--- src/led_fade_and_breathe_engine_unit_macros.svh ---
// ----------------------------------------------------------------------------
// LED fade/breathe engine assertion macros
// Shared concurrent assertion helpers, clocked on clk, disabled in reset.
// ----------------------------------------------------------------------------
`ifndef LED_FADE_AND_BREATHE_ENGINE_UNIT_MACROS_SVH
`define LED_FADE_AND_BREATHE_ENGINE_UNIT_MACROS_SVH

// property checked on every clock edge outside reset
`define LFBE_ASSERT(lbl, prop, msg) \
  lbl: assert property (@(posedge clk) disable iff (rst) (prop)) else $error(msg);

// same-cycle implication
`define LFBE_IMPLIES(lbl, a, b, msg) \
  `LFBE_ASSERT(lbl, (a) |-> (b), msg)

`endif

--- src/lfbe_pkg.sv ---
// ----------------------------------------------------------------------------
// lfbe_pkg
// Constants, opcodes and channel record type of the LED fade/breathe engine.
// ----------------------------------------------------------------------------
package lfbe_pkg;

  localparam int CHANNELS    = 3;
  localparam int TABLE_DEPTH = 256;
  localparam int FULL_LEVEL  = 10000;

  localparam int CH_W    = $clog2(CHANNELS);
  localparam int IDX_W   = $clog2(TABLE_DEPTH);
  localparam int LEVEL_W = 14;
  localparam int FREQ_W  = 10;
  localparam int WAVE_W  = 25;
  localparam int DIV_NW  = 28;
  localparam int DIV_DW  = 14;
  localparam int DIV_CW  = $clog2(DIV_NW + 1);

  // x / FULL_LEVEL as ((x >> PROD_SHIFT) * LVL_RECIP) >> LVL_SHIFT, exact for x < 2**28
  localparam int PROD_SHIFT = 4;
  localparam int RECIP_W    = 25;
  localparam int LVL_SHIFT  = 34;
  localparam logic [RECIP_W-1:0] LVL_RECIP = RECIP_W'(27487791);

  localparam logic [FREQ_W-1:0]  RESET_FREQ  = FREQ_W'(1000);
  localparam logic [LEVEL_W-1:0] RESET_LEVEL = LEVEL_W'(5000);
  // waves per sample for a 5000 ms period at 1000 Hz
  localparam logic [WAVE_W-1:0]  RESET_WAVES = WAVE_W'(20);
  localparam int MS_PER_S = 1000;

  localparam logic [2:0] OP_TICK   = 3'd0;
  localparam logic [2:0] OP_TARGET = 3'd1;
  localparam logic [2:0] OP_PERIOD = 3'd2;
  localparam logic [2:0] OP_MODE   = 3'd3;
  localparam logic [2:0] OP_LUT    = 3'd4;

  typedef struct packed {
    logic [LEVEL_W-1:0] tgt;
    logic [LEVEL_W-1:0] cur;
    logic [LEVEL_W-1:0] step;
    logic               pending;
    logic               mode;
    logic [WAVE_W-1:0]  waves;
    logic [WAVE_W-1:0]  count;
    logic [IDX_W-1:0]   index;
  } chan_rec_t;

  localparam chan_rec_t RESET_REC = '{
    tgt: RESET_LEVEL, cur: '0, step: '0, pending: 1'b1, mode: 1'b0,
    waves: RESET_WAVES, count: '0, index: '0};

endpackage

--- src/lfbe_div.sv ---
// ----------------------------------------------------------------------------
// lfbe_div
// Restoring divider, one quotient bit per cycle.
// ----------------------------------------------------------------------------
module lfbe_div
  import lfbe_pkg::*;
(
  input  logic              clk,
  input  logic              rst,
  input  logic              start,
  input  logic [DIV_NW-1:0] num,
  input  logic [DIV_DW-1:0] den,
  output logic              busy,
  output logic              done,
  output logic [DIV_NW-1:0] quo
);

  logic [DIV_DW:0]   rem;
  logic [DIV_DW-1:0] dsr;
  logic [DIV_CW-1:0] cnt;
  logic [DIV_DW:0]   shifted;

  assign shifted = {rem[DIV_DW-1:0], quo[DIV_NW-1]};

  always_ff @(posedge clk) begin
    if (rst) begin
      busy <= 1'b0;
      done <= 1'b0;
      cnt  <= '0;
    end else begin
      done <= 1'b0;
      if (start) begin
        busy <= 1'b1;
        quo  <= num;
        dsr  <= den;
        rem  <= '0;
        cnt  <= DIV_CW'(DIV_NW);
      end else if (busy) begin
        if (shifted >= {1'b0, dsr}) begin
          rem <= shifted - {1'b0, dsr};
          quo <= {quo[DIV_NW-2:0], 1'b1};
        end else begin
          rem <= shifted;
          quo <= {quo[DIV_NW-2:0], 1'b0};
        end
        cnt <= cnt - 1'b1;
        if (cnt == DIV_CW'(1)) begin
          busy <= 1'b0;
          done <= 1'b1;
        end
      end
    end
  end

endmodule

--- config.mk ---
export PLATFORM = sky130hd
export DESIGN_NAME = lfbe_div
export DESIGN_NICKNAME = d
export VERILOG_FILES = /design/src/led_fade_and_breathe_engine_unit_macros.svh /design/src/lfbe_pkg.sv /design/src/lfbe_div.sv
export SDC_FILE = /design/constraint.sdc
export NUM_CORES = 1
export LEC_CHECK = 0
export ABC_AREA = 1
export BUFFER_PORTS_ARGS = -buffer_cell sky130_fd_sc_hd__buf_2
export CORE_AREA = 2 2 94 96
export DETAILED_ROUTE_END_ITERATION = 8
export DIE_AREA = 0 0 96 98
export GPL_TIMING_DRIVEN = 0
export HOLD_SLACK_MARGIN = 0.05
export PLACE_DENSITY = 0.66
export SLEW_MARGIN = 30
export SYNTH_ARGS = -nofsm -noshare
export SYNTH_HDL_FRONTEND = slang
export SYNTH_SLANG_ARGS = --single-unit
--- constraint.sdc ---
create_clock -name clk -period 3.5 [get_ports clk]
set_input_delay 0 -clock clk [delete_from_list [all_inputs] [get_ports clk]]
set_output_delay 0 -clock clk [all_outputs]
set_load 0.01 [all_outputs]
==> results_dict.tcl <==
set metrics [dict create \
    critPathRequiredTime_ps 3600 \
    via_count 3259 \
    slew_headroom 0.441 \
    clock_sinks 63 \
    gp_congestion 0.828 \
    yosys-top-cells-count "nand2_1, inv_1, edfxtp_1, nor2_1, nand3_1" \
    grt_pass1_vias 3351 \
    place_inst 622 \
    worstHoldStart "start" \
    hold_viol 0 \
    cp_slowest_stage_delay_ps 420 \
    die_w_um 96 \
    leakagePower_nw 2.34 \
    worstHoldPathCells 3 \
    cts_made_buffers 9 \
    grt-ovfl-total 0 \
    wl_per_cell_um 12.8 \
    drt-initial-drc-count 134 \
    diodes 0 \
    fin_skew_ps 12.1 \
    synth_cells 439 \
    reg2reg_from "rem[5]" \
    grt_use_total 0.201 \
    root_buffer "clkbuf_8" \
    grt_pass1_wl_um 14800 \
    cap_violations 0 \
    portBuffers 73 \
    dieHeight_um 98 \
    initial_core_util 0.430 \
    layout.nets 631 \
    synth_edf_count 56 \
    r2r-end "rem[6]" \
    synth_cell_types 32 \
    cts_max_level 3 \
    setup_viol 0 \
    cts_tree "done" \
    start_kind "flop" \
    critPathMaxFanout 10 \
    synth.area.top_cells "edfxtp_1, nand2_1, inv_1, ha_1, nor2_1" \
    drc 0 \
    drt_pass1_iterations 4 \
    die_area_sq_um 9410 \
    ys_async_sr_fraction 0 \
    crit_chain "ha_1, nand2_1, inv_1, a21oi_1, nand2_2, nand2_4, nand3_4, buf_6, o21ai_1, nor2_1" \
    peakVddDrop_mv 0.198 \
    critPathKind "reg -> reg" \
    cts.path.max_buffers 2 \
    drive_gt1_frac 0.216 \
    synth-seq-cells 63 \
    rsz0062_at_grt "no" \
    core_sq_um 8470 \
    grt_max_degree 21 \
    drv_slew 0 \
    critPathArrivalTime_ps 2270 \
    clkTransAtPathRegs_ps 80 \
    via_per_inst 4.79 \
    antenna_found_initial 0 \
    holdPathEnd "cnt[4]" \
    p_per_area_nw_per_um2 417 \
    io_pins 75 \
    tns_ps 0 \
    crit_slowest_cell "edfxtp_1" \
    min_period_over_period 0.620 \
    outcome "finished, final reports clean" \
    synth_area_per_cell_sq_um 8.30 \
    netlist.area_leader.share 0.462 \
    synth.most_common_cell "nand2_1" \
    ys_seq_area_frac 0.500 \
    hold_path.class "in -> reg" \
    syn_nets 502 \
    reg2regPathDepth 10 \
    ant_nets 0 \
    yosysTopAreaCell "edfxtp_1" \
    drt-total-wl_um 8730 \
    post_cts_buffers 0 \
    endpoint_kind "flop" \
    synth_area_sq_um 3640 \
    clk-insertion-delay-late_ps 350 \
    area_delta_synth_final_pct 32.0 \
    synth-main-ff-cell "edfxtp_1" \
    r2r_slack_ps 1330 \
    finalNonFillerCells 681 \
    place_hpwl_um 6190 \
    row_count 34 \
    finalCriticalPeriod_ps 2170 \
    yosys_warnings 0 \
    fmax_ghz 0.461 \
    worst_pin_slew_ps 837 \
    worstSetupStartpoint "rem[5]" \
]
state kept, by name (all words and copies together), names as in the netlist:
name,count
busy,1
cnt,5
done,1
dsr,14
quo,28
rem,14
worst max path at each step:
stage	to	cells past startpoint	slack [ps]
after CTS	rem[6]	10	1320
after detailed placement	rem[6]	10	1350
after global routing	rem[12]	14	1120
after floorplan	busy	4	400
after global placement	busy	5	-940
final	rem[6]	10	1330
routing by layer:
metal	part of all wire	global-route usage
met2	0.48	0.330
met1	0.44	0.253
met3	0.065	0.0571
met5	0	0
met4	0.011	0.0670
metrics by stage:
step           hold slack, ps  utilization  worst slack [ps]  cell area [sq um]  power (mW)
4_1_cts                  98.9        0.568              1320               4810        2.02
6_report                  116        0.568              1330               4810        2.00
3_5_place_dp              179        0.497              1350               4210        1.43
2_1_floorplan            69.1            -               404               3640        1.28
3_3_place_gp              180        0.489              -938               4140        1.41
5_1_grt                   174        0.568              1120               4810        2.12
where the power goes:
group | total (mW) | switching [mW] | internal [mW]
combinational | 0.534 | 0.312 | 0.222
sequential | 0.921 | 0.0291 | 0.892
clock | 0.548 | 0.295 | 0.253
cells in the final DEF, fill, tap and decap left out, types with 3 or more instances in the layout:
cell / count
nand2_1: 158
buf_2: 73
inv_1: 61
edfxtp_1: 56
dlygate4sd3_1: 43
nor2_1: 40
nand3_1: 18
ha_1: 17
nor2_2: 13
clkbuf_1: 9
clkbuf_8: 9
a21oi_1: 8
o21ai_1: 8
o21ai_0: 8
dfxtp_1: 7
nand2_2: 6
xor2_1: 5
buf_6: 3
inv_2: 3
clkinv_2: 3
clkinvlp_4: 3
area by class of cell:
cell class                      instances  area, sq um
Buffer                                 11         63.8
Clock buffer                           10          128
Clock inverter                          6         37.5
Fill cell                             757         3660
Inverter                               65          244
Multi-Input combinational cell        300         1530
Sequential cell                        63         1820
Tap cell                              108          135
Timing Repair Buffer                  118          851
logic make-up after synthesis:
family / Yosys count / share of synthesized area
and+or+nand+nor: 245 / 0.287
buffers and inverters: 76 / 0.0845
DFF: 63 / 0.500
AOI/OAI and AO/OA: 30 / 0.0481
adders and majority gates: 18 / 0.0639
xor gates and xnor gates: 7 / 0.0168
worst max-delay path, delay by kind of cell, from the launching register on:
kind	cells	cell delay, ps
AOI/OAI and AO/OA	2	290
and+or+nand+nor	5	560
DFF	1	420
buffers and inverters	2	240
adders and majority gates	1	400
timing repair:
action                    CTS  global route
hold buffers               43             0
gates resized for setup     0             0
hold endpoints to repair   46             0
Note: power is estimated with default switching activity, not from simulation.
