--- src/led_fade_and_breathe_engine_unit_macros.svh ---
// ----------------------------------------------------------------------------
// LED fade/breathe engine assertion macros
// Shared concurrent assertion helpers, clocked on clk, disabled in reset.
// ----------------------------------------------------------------------------
`ifndef LED_FADE_AND_BREATHE_ENGINE_UNIT_MACROS_SVH
`define LED_FADE_AND_BREATHE_ENGINE_UNIT_MACROS_SVH

// property checked on every clock edge outside reset
`define LFBE_ASSERT(lbl, prop, msg) \
  lbl: assert property (@(posedge clk) disable iff (rst) (prop)) else $error(msg);

// same-cycle implication
`define LFBE_IMPLIES(lbl, a, b, msg) \
  `LFBE_ASSERT(lbl, (a) |-> (b), msg)

`endif

--- src/lfbe_ram.sv ---
// ----------------------------------------------------------------------------
// lfbe_ram
// Generic single-port-write, single-port-read RAM with registered read.
// ----------------------------------------------------------------------------
module lfbe_ram #(
  parameter int WIDTH = 8,
  parameter int DEPTH = 16
) (
  input  logic                     clk,
  input  logic                     we,
  input  logic [$clog2(DEPTH)-1:0] waddr,
  input  logic [WIDTH-1:0]         wdata,
  input  logic [$clog2(DEPTH)-1:0] raddr,
  output logic [WIDTH-1:0]         rdata
);

  logic [WIDTH-1:0] mem [DEPTH];

  always_ff @(posedge clk) begin
    if (we) begin
      mem[waddr] <= wdata;
    end
    rdata <= mem[raddr];
  end

endmodule

--- config.mk ---
export PLATFORM = sky130hd
export DESIGN_NAME = lfbe_ram
export DESIGN_NICKNAME = d
export VERILOG_FILES = /design/src/led_fade_and_breathe_engine_unit_macros.svh /design/src/lfbe_ram.sv
export SDC_FILE = /design/constraint.sdc
export NUM_CORES = 1
export LEC_CHECK = 0
export BUFFER_PORTS_ARGS = -buffer_cell sky130_fd_sc_hd__clkbuf_2
export CAP_MARGIN = 25
export CORE_MARGIN = 4
export CORE_UTILIZATION = 40
export DETAILED_ROUTE_END_ITERATION = 8
export HOLD_SLACK_MARGIN = 0.03
export PLACE_DENSITY = 0.57
export SYNTH_ARGS = -nofsm -noshare
export SYNTH_HDL_FRONTEND = slang
export SYNTH_SLANG_ARGS = --single-unit
--- constraint.sdc ---
create_clock -name clk -period 4.37 [get_ports clk]
set_clock_uncertainty 0.05 [all_clocks]
set_input_delay 0.6555 -clock clk [delete_from_list [all_inputs] [get_ports clk]]
set_output_delay 0.6555 -clock clk [all_outputs]
set_load 0.01 [all_outputs]
==> impl_metrics.toml, run 1 <==
[die]
row_count = 41
start_util_pct = 40.8
core_sq_um = 12600
die_h_um = 121
fp.dieW_um = 121
io_pins = 26
die_area_sq_um = 14700

[cts]
clk_latency_ns = 0.41
cts_max_level = 4
post_cts_buffers = 0
cts_tree = "done"
cts.sinks = 136
clock_tree.buffer_depth = 2
cts_resized = 0
clkTransAtPathRegs_ns = 0.06
cts_buffers = 17
ctsRootBufferMaster = "clkbuf_16"
ctsHoldBuffers = 0

[global_route]
antenna_found_initial = 0
grt_pass1_wl_um = 15500
globalRouteOverflowTotal = 0
grt_max_degree = 33
groute.usage.overall_pct = 15.0
grt_pass1_vias = 2519

[detailed_routing]
vias = 2362
wl_per_cell_um = 21.9
vias_per_cell = 5.21
drtIter0Drc = 196
drc_errors = 0
drtAntennaViolNets = 0
first_pass_iters = 4
wl_um = 9920

[setup_path]
rr_worst_depth = 3
critPathCaptureType = "register"
crit_fanout = 19
cp.arrival_ns = 2.64
cp-start-kind = "primary input"
path_class = "in2reg"
required_ns = 4.61
rr_startpoint = "mem[1][3]$_DFFE_PP_"
reg2reg_slack_ns = 2.94
r2r_end = "rdata[3]$_DFF_P_"

[pwr]
vdd_drop_max_v = 0.000265
p_leak_nw = 2.02
power_density_nw_per_um2 = 505

[timing]
post-route-period-util_pct = 55.0
worst_slack_ns = 1.97
hold_violations = 0
setup_viol = 0
fin_hold_ws_ns = 0.613
grt_setup_unrepaired = "false"
slew_headroom_pct = 36.4
tightest_slew_ns = 0.950
finalSetupTns_ns = 0
period_minus_slack_ns = 2.40
finalMaxSlewViolations = 0
max_clock_freq_ghz = 0.416

[synth]
synth_top_family_by_area = "multiplexers"
avgSynthCellArea_sq_um = 22.5
synthMuxAreaShare_pct = 15.0
async_flop_share_pct = 0
synth_top_area_cell = "edfxtp_1"
ys_ff_latch = 136
yosysWarnings = 0
ys_seq_area_share_pct = 77.8
yosys-top-cells-count = "edfxtp_1, mux4_2, a22oi_1, mux4_1, nor2_1"
yosys.area_share.xor_xnor_pct = 0
netlist.area_leader.share_pct = 74.7
synth_nets = 247
synthAdderAreaFrac_pct = 0
synth-simple-area-share_pct = 3.18
yosysMostFrequentCell = "edfxtp_1"
netlist_instances = 229
netlist_top_cells_area = "edfxtp_1, mux4_2, mux4_1"
synth_edf_count = 128
synth_compound_area_share_pct = 2.33
synth.distinct_cells = 19
syn_area_sq_um = 5150
synthFlopType = "edfxtp_1"

[flow_run]
cap_violations = 0

[placed_design]
dp_hpwl_um = 6310
routabilityCongestion = 0.691
io_buffers = 25
dpl_worst_slack_ns = 1.53

[hold_path]
hold_path_class = "reg2reg"
min_to = "rdata[1]$_DFF_P_"
hold_depth = 3
hold_start = "mem[14][1]$_DFFE_PP_"

[finish]
antenna_cells_inserted = 0
regArea_sq_um = 4000
syn2layout_area_growth_pct = 17.5
drive_above_1_share_pct = 28.1
multi_input_area_sq_um = 1060
nets = 286
nFillCells = 1070

[run_status]
status = "complete, no violations"
layer usage:
layer,GRT usage [%],vias to the layer above,wire length (um)
met3,3.73,9,466
met2,22.6,74,4890
met5,0,-,0
li1,-,1055,-
met1,20.8,1224,4430
met4,6.51,0,132
critical path, cell delays in order:
cell and delay (ns):
clkbuf_2 0.56, buf_4 0.41, mux4_1 0.59, a22oi_1 0.32, nand2_1 0.09
worst max-delay path by stage:
stage / depth (start not counted) / to / from
floorplan: 2 / mem[0][0]$_DFFE_PP_ / waddr[2]
global placement: 5 / rdata[3]$_DFF_P_ / raddr[0]
detailed placement: 5 / rdata[3]$_DFF_P_ / raddr[0]
CTS: 5 / rdata[3]$_DFF_P_ / raddr[0]
global route: 5 / rdata[1]$_DFF_P_ / raddr[0]
finish: 5 / rdata[3]$_DFF_P_ / raddr[0]
flip-flops by register name, indices dropped and copies added, names as in the netlist:
| name | count |
|---|---|
| mem | 128 |
| rdata | 8 |
cell usage in the layout, fill, tap and decap left out:
cell	Yosys	routed
nor2b_1	1	1
nor3_1	4	4
clkinvlp_4	0	2
clkbuf_16	0	17
mux4_1	14	14
a22oi_1	16	16
clkinv_1	0	1
nand2_1	9	9
edfxtp_1	128	128
clkbuf_1	0	1
nand3_1	1	1
nand3b_1	2	2
clkbuf_2	0	25
clkinv_4	0	2
dfxtp_1	8	8
nand2b_1	2	2
clkinv_2	0	5
and2b_1	1	1
buf_4	1	5
bufinv_16	0	4
nor2_1	13	13
and2_1	1	1
or3b_2	1	1
mux4_2	18	18
stage by stage:
stage	power [mW]	cell area, sq um	utilization [%]	std cells
after CTS	3.08	6050	47.9	453
final	3.06	6050	47.9	453
after global placement	1.62	5440	43.1	421
after global routing	3.16	6050	47.9	453
after detailed placement	1.63	5440	43.1	421
after floorplan	1.57	5150	-	229
layout make-up:
| cell class | instances | area share (%) |
|---|---|---|
| Sequential cell | 136 | 66.2 |
| Multi-Input combinational cell | 83 | 17.5 |
| Clock buffer | 18 | 7.09 |
| Tap cell | 172 | 3.56 |
| Clock inverter | 14 | 3.00 |
| Timing Repair Buffer | 30 | 2.69 |
power by group:
group | switching [mW] | leakage (nW) | internal [mW] | total [mW]
logic | 0.0781 | 0.500 | 0.0530 | 0.131
registers | 0.00804 | 1.22 | 1.46 | 1.47
clock network | 0.511 | 0.297 | 0.948 | 1.46
logic make-up (layout without fill, tap and decap cells):
group / Yosys count / in the layout
flops: 136 / 136
compound gates: 16 / 16
simple gates: 35 / 35
buf+inv: 10 / 62
mux: 32 / 32
(Power assumes the default switching activity.)
==> inputs of run 2 (changes only) <==
--- a/config.mk
+++ b/config.mk
@@ -5,6 +5,7 @@
 export SDC_FILE = /design/constraint.sdc
 export NUM_CORES = 1
 export LEC_CHECK = 0
+export ABC_AREA = 1
 export BUFFER_PORTS_ARGS = -buffer_cell sky130_fd_sc_hd__clkbuf_2
 export CAP_MARGIN = 25
 export CORE_MARGIN = 4
==> constraint.sdc (replaced) <==
create_clock -name clk -period 2.3 [get_ports clk]
set_clock_uncertainty 0.05 [all_clocks]
set_input_delay 0.345 -clock clk [delete_from_list [all_inputs] [get_ports clk]]
set_output_delay 0.345 -clock clk [all_outputs]
set_load 0.01 [all_outputs]
==> impl_metrics.toml, run 2 <==
[setup_path]
path_cells = "clkbuf_2"
cp-start-kind = "register"
cpPeakStageDelay_ns = 0.40
reg2reg_slack_ns = 1.21
path_class = "reg2out"
required_ns = 1.90
critPathCaptureType = "output port"
crit_fanout = 1
path_delay_family = "flip-flops"
critPathBufInv = 1
slowest_stage = "dfxtp_1"
cp.arrival_ns = 0.98

[cts]
cts_max_level = 4
clock_tree.buffer_depth = 2
cts_resized = 0
ctsRootBufferMaster = "clkbuf_16"
clkTransAtPathRegs_ns = 0.05
cts_tree = "done"
clk_latency_ns = 0.42
post_cts_buffers = 0
ctsHoldBuffers = 0
cts_buffers = 17
cts.sinks = 136

[synth]
syn_area_sq_um = 5770
ys_ff_latch = 136
synth_edf_count = 128
netlist.area_leader.share_pct = 66.7
synthFlopType = "edfxtp_1"
synth.distinct_cells = 12
async_flop_share_pct = 0
yosysWarnings = 0
avgSynthCellArea_sq_um = 10.5
yosysMostFrequentCell = "nand2_1"
synth_nets = 569
netlist_instances = 551
netlist_top_cells_area = "edfxtp_1, nand2_1, nand3_1"
yosys-top-cells-count = "nand2_1, edfxtp_1, inv_1, nand3_1, nor2_1"
ys_seq_area_share_pct = 69.4
synth_top_area_cell = "edfxtp_1"

[global_route]
antenna_found_initial = 0
grt_pass1_vias = 3545
grt_max_degree = 41
groute.usage.overall_pct = 17.1
grt_pass1_wl_um = 20400
globalRouteOverflowTotal = 0

[placed_design]
routabilityCongestion = 0.803
dp_hpwl_um = 8140
dpl_worst_slack_ns = 0.519
io_buffers = 25
place_area_sq_um = 6040

[finish]
nFillCells = 1329
final_common_cell = "nand2_1"
final_cell_mix = "nand2_1, edfxtp_1, inv_1"
syn2layout_area_growth_pct = 14.2
largest_reg_flops = 128
regMostFlops = "mem"
nets = 601
reg_top3 = "mem x128, rdata x8"
postLayoutCellArea_sq_um = 6590
antenna_cells_inserted = 0
fin_util_pct = 47.1
drive_above_1_share_pct = 10.9

[timing]
grt_setup_unrepaired = "false"
hold_violations = 0
period_minus_slack_ns = 1.37
finalSetupTns_ns = 0
post-route-period-util_pct = 59.7
tightest_slew_ns = 0.837
max_clock_freq_ghz = 0.728
setup_viol = 0
slew_headroom_pct = 44.0
finalMaxSlewViolations = 0
worst_slack_ns = 0.926

[flow_run]
cap_violations = 0

[detailed_routing]
wl_um = 13100
vias = 3710
drtIter0Drc = 276
drc_errors = 0
vias_per_cell = 4.78
first_pass_iters = 4
wl_per_cell_um = 16.8
drtAntennaViolNets = 0

[die]
io_pins = 26
fp.dieW_um = 128
start_util_pct = 41.2
core_sq_um = 14000
row_count = 43
die_area_sq_um = 16400
die_h_um = 128

[pwr]
p_leak_nw = 2.85
vdd_drop_max_v = 0.000508
power_density_nw_per_um2 = 856

[hold_path]
hold_path_class = "in2reg"

[run_status]
status = "complete, no violations"
[run 2: worst min-delay path: stages]
cell and delay, ns:
clkbuf_2 0.18, nand3_1 0.12, nand2_1 0.05
[run 2: logic make-up (layout without fill, tap and decap cells)]
group	after synthesis	after routing	share of synthesized area (%)
flip-flops	136	136	69.4
buffers and inverters	126	171	9.52
AND/OR/NAND/NOR	289	289	21.0
[run 2: area by class of cell]
class	instances	area [sq um]	area share (%)
sequential	136	4000	60.8
multi-input combinational	289	1210	18.4
clock buffer	20	437	6.63
inverter	102	383	5.81
tap	180	225	3.42
timing repair buffer	37	215	3.27
clock inverter	12	109	1.65
[run 2: metrics by stage]
stage / hold WS, ns / std cells / power [mW]
6_report: 0.276 / 776 / 5.64
5_1_grt: 0.282 / 776 / 5.85
4_1_cts: 0.254 / 776 / 5.69
3_5_place_dp: 0.602 / 744 / 3.18
3_3_place_gp: 0.616 / 744 / 3.18
2_1_floorplan: 0.394 / 551 / 3.04
[run 2: per-layer routing]
layer / wire [um] / part of all wire (%) / track usage, % / vias to the layer above
li1: - / - / - / 1837
met1: 5760 / 44 / 22.3 / 1757
met2: 6290 / 48 / 27.0 / 90
met3: 635 / 4.9 / 3.62 / 26
met4: 389 / 3.0 / 9.05 / 0
met5: 0 / 0 / 0 / -
[run 2: where the power goes]
part | switching, mW | total (mW) | internal [mW]
combinational | 0.236 | 0.328 | 0.0921
sequential | 0.0222 | 2.80 | 2.77
clock | 0.950 | 2.52 | 1.57
total | 1.21 | 5.64 | 4.43
[run 2: path summary, 6_finish.rpt]
| check | cells past startpoint | to | start |
|---|---|---|---|
| max | 1 | rdata[5] | rdata[5]$_DFF_P_ |
| min | 3 | rdata[6]$_DFF_P_ | raddr[3] |
| min reg2reg | 6 | rdata[2]$_DFF_P_ | mem[12][2]$_DFFE_PP_ |
| max reg2reg | 6 | rdata[6]$_DFF_P_ | mem[0][6]$_DFFE_PP_ |
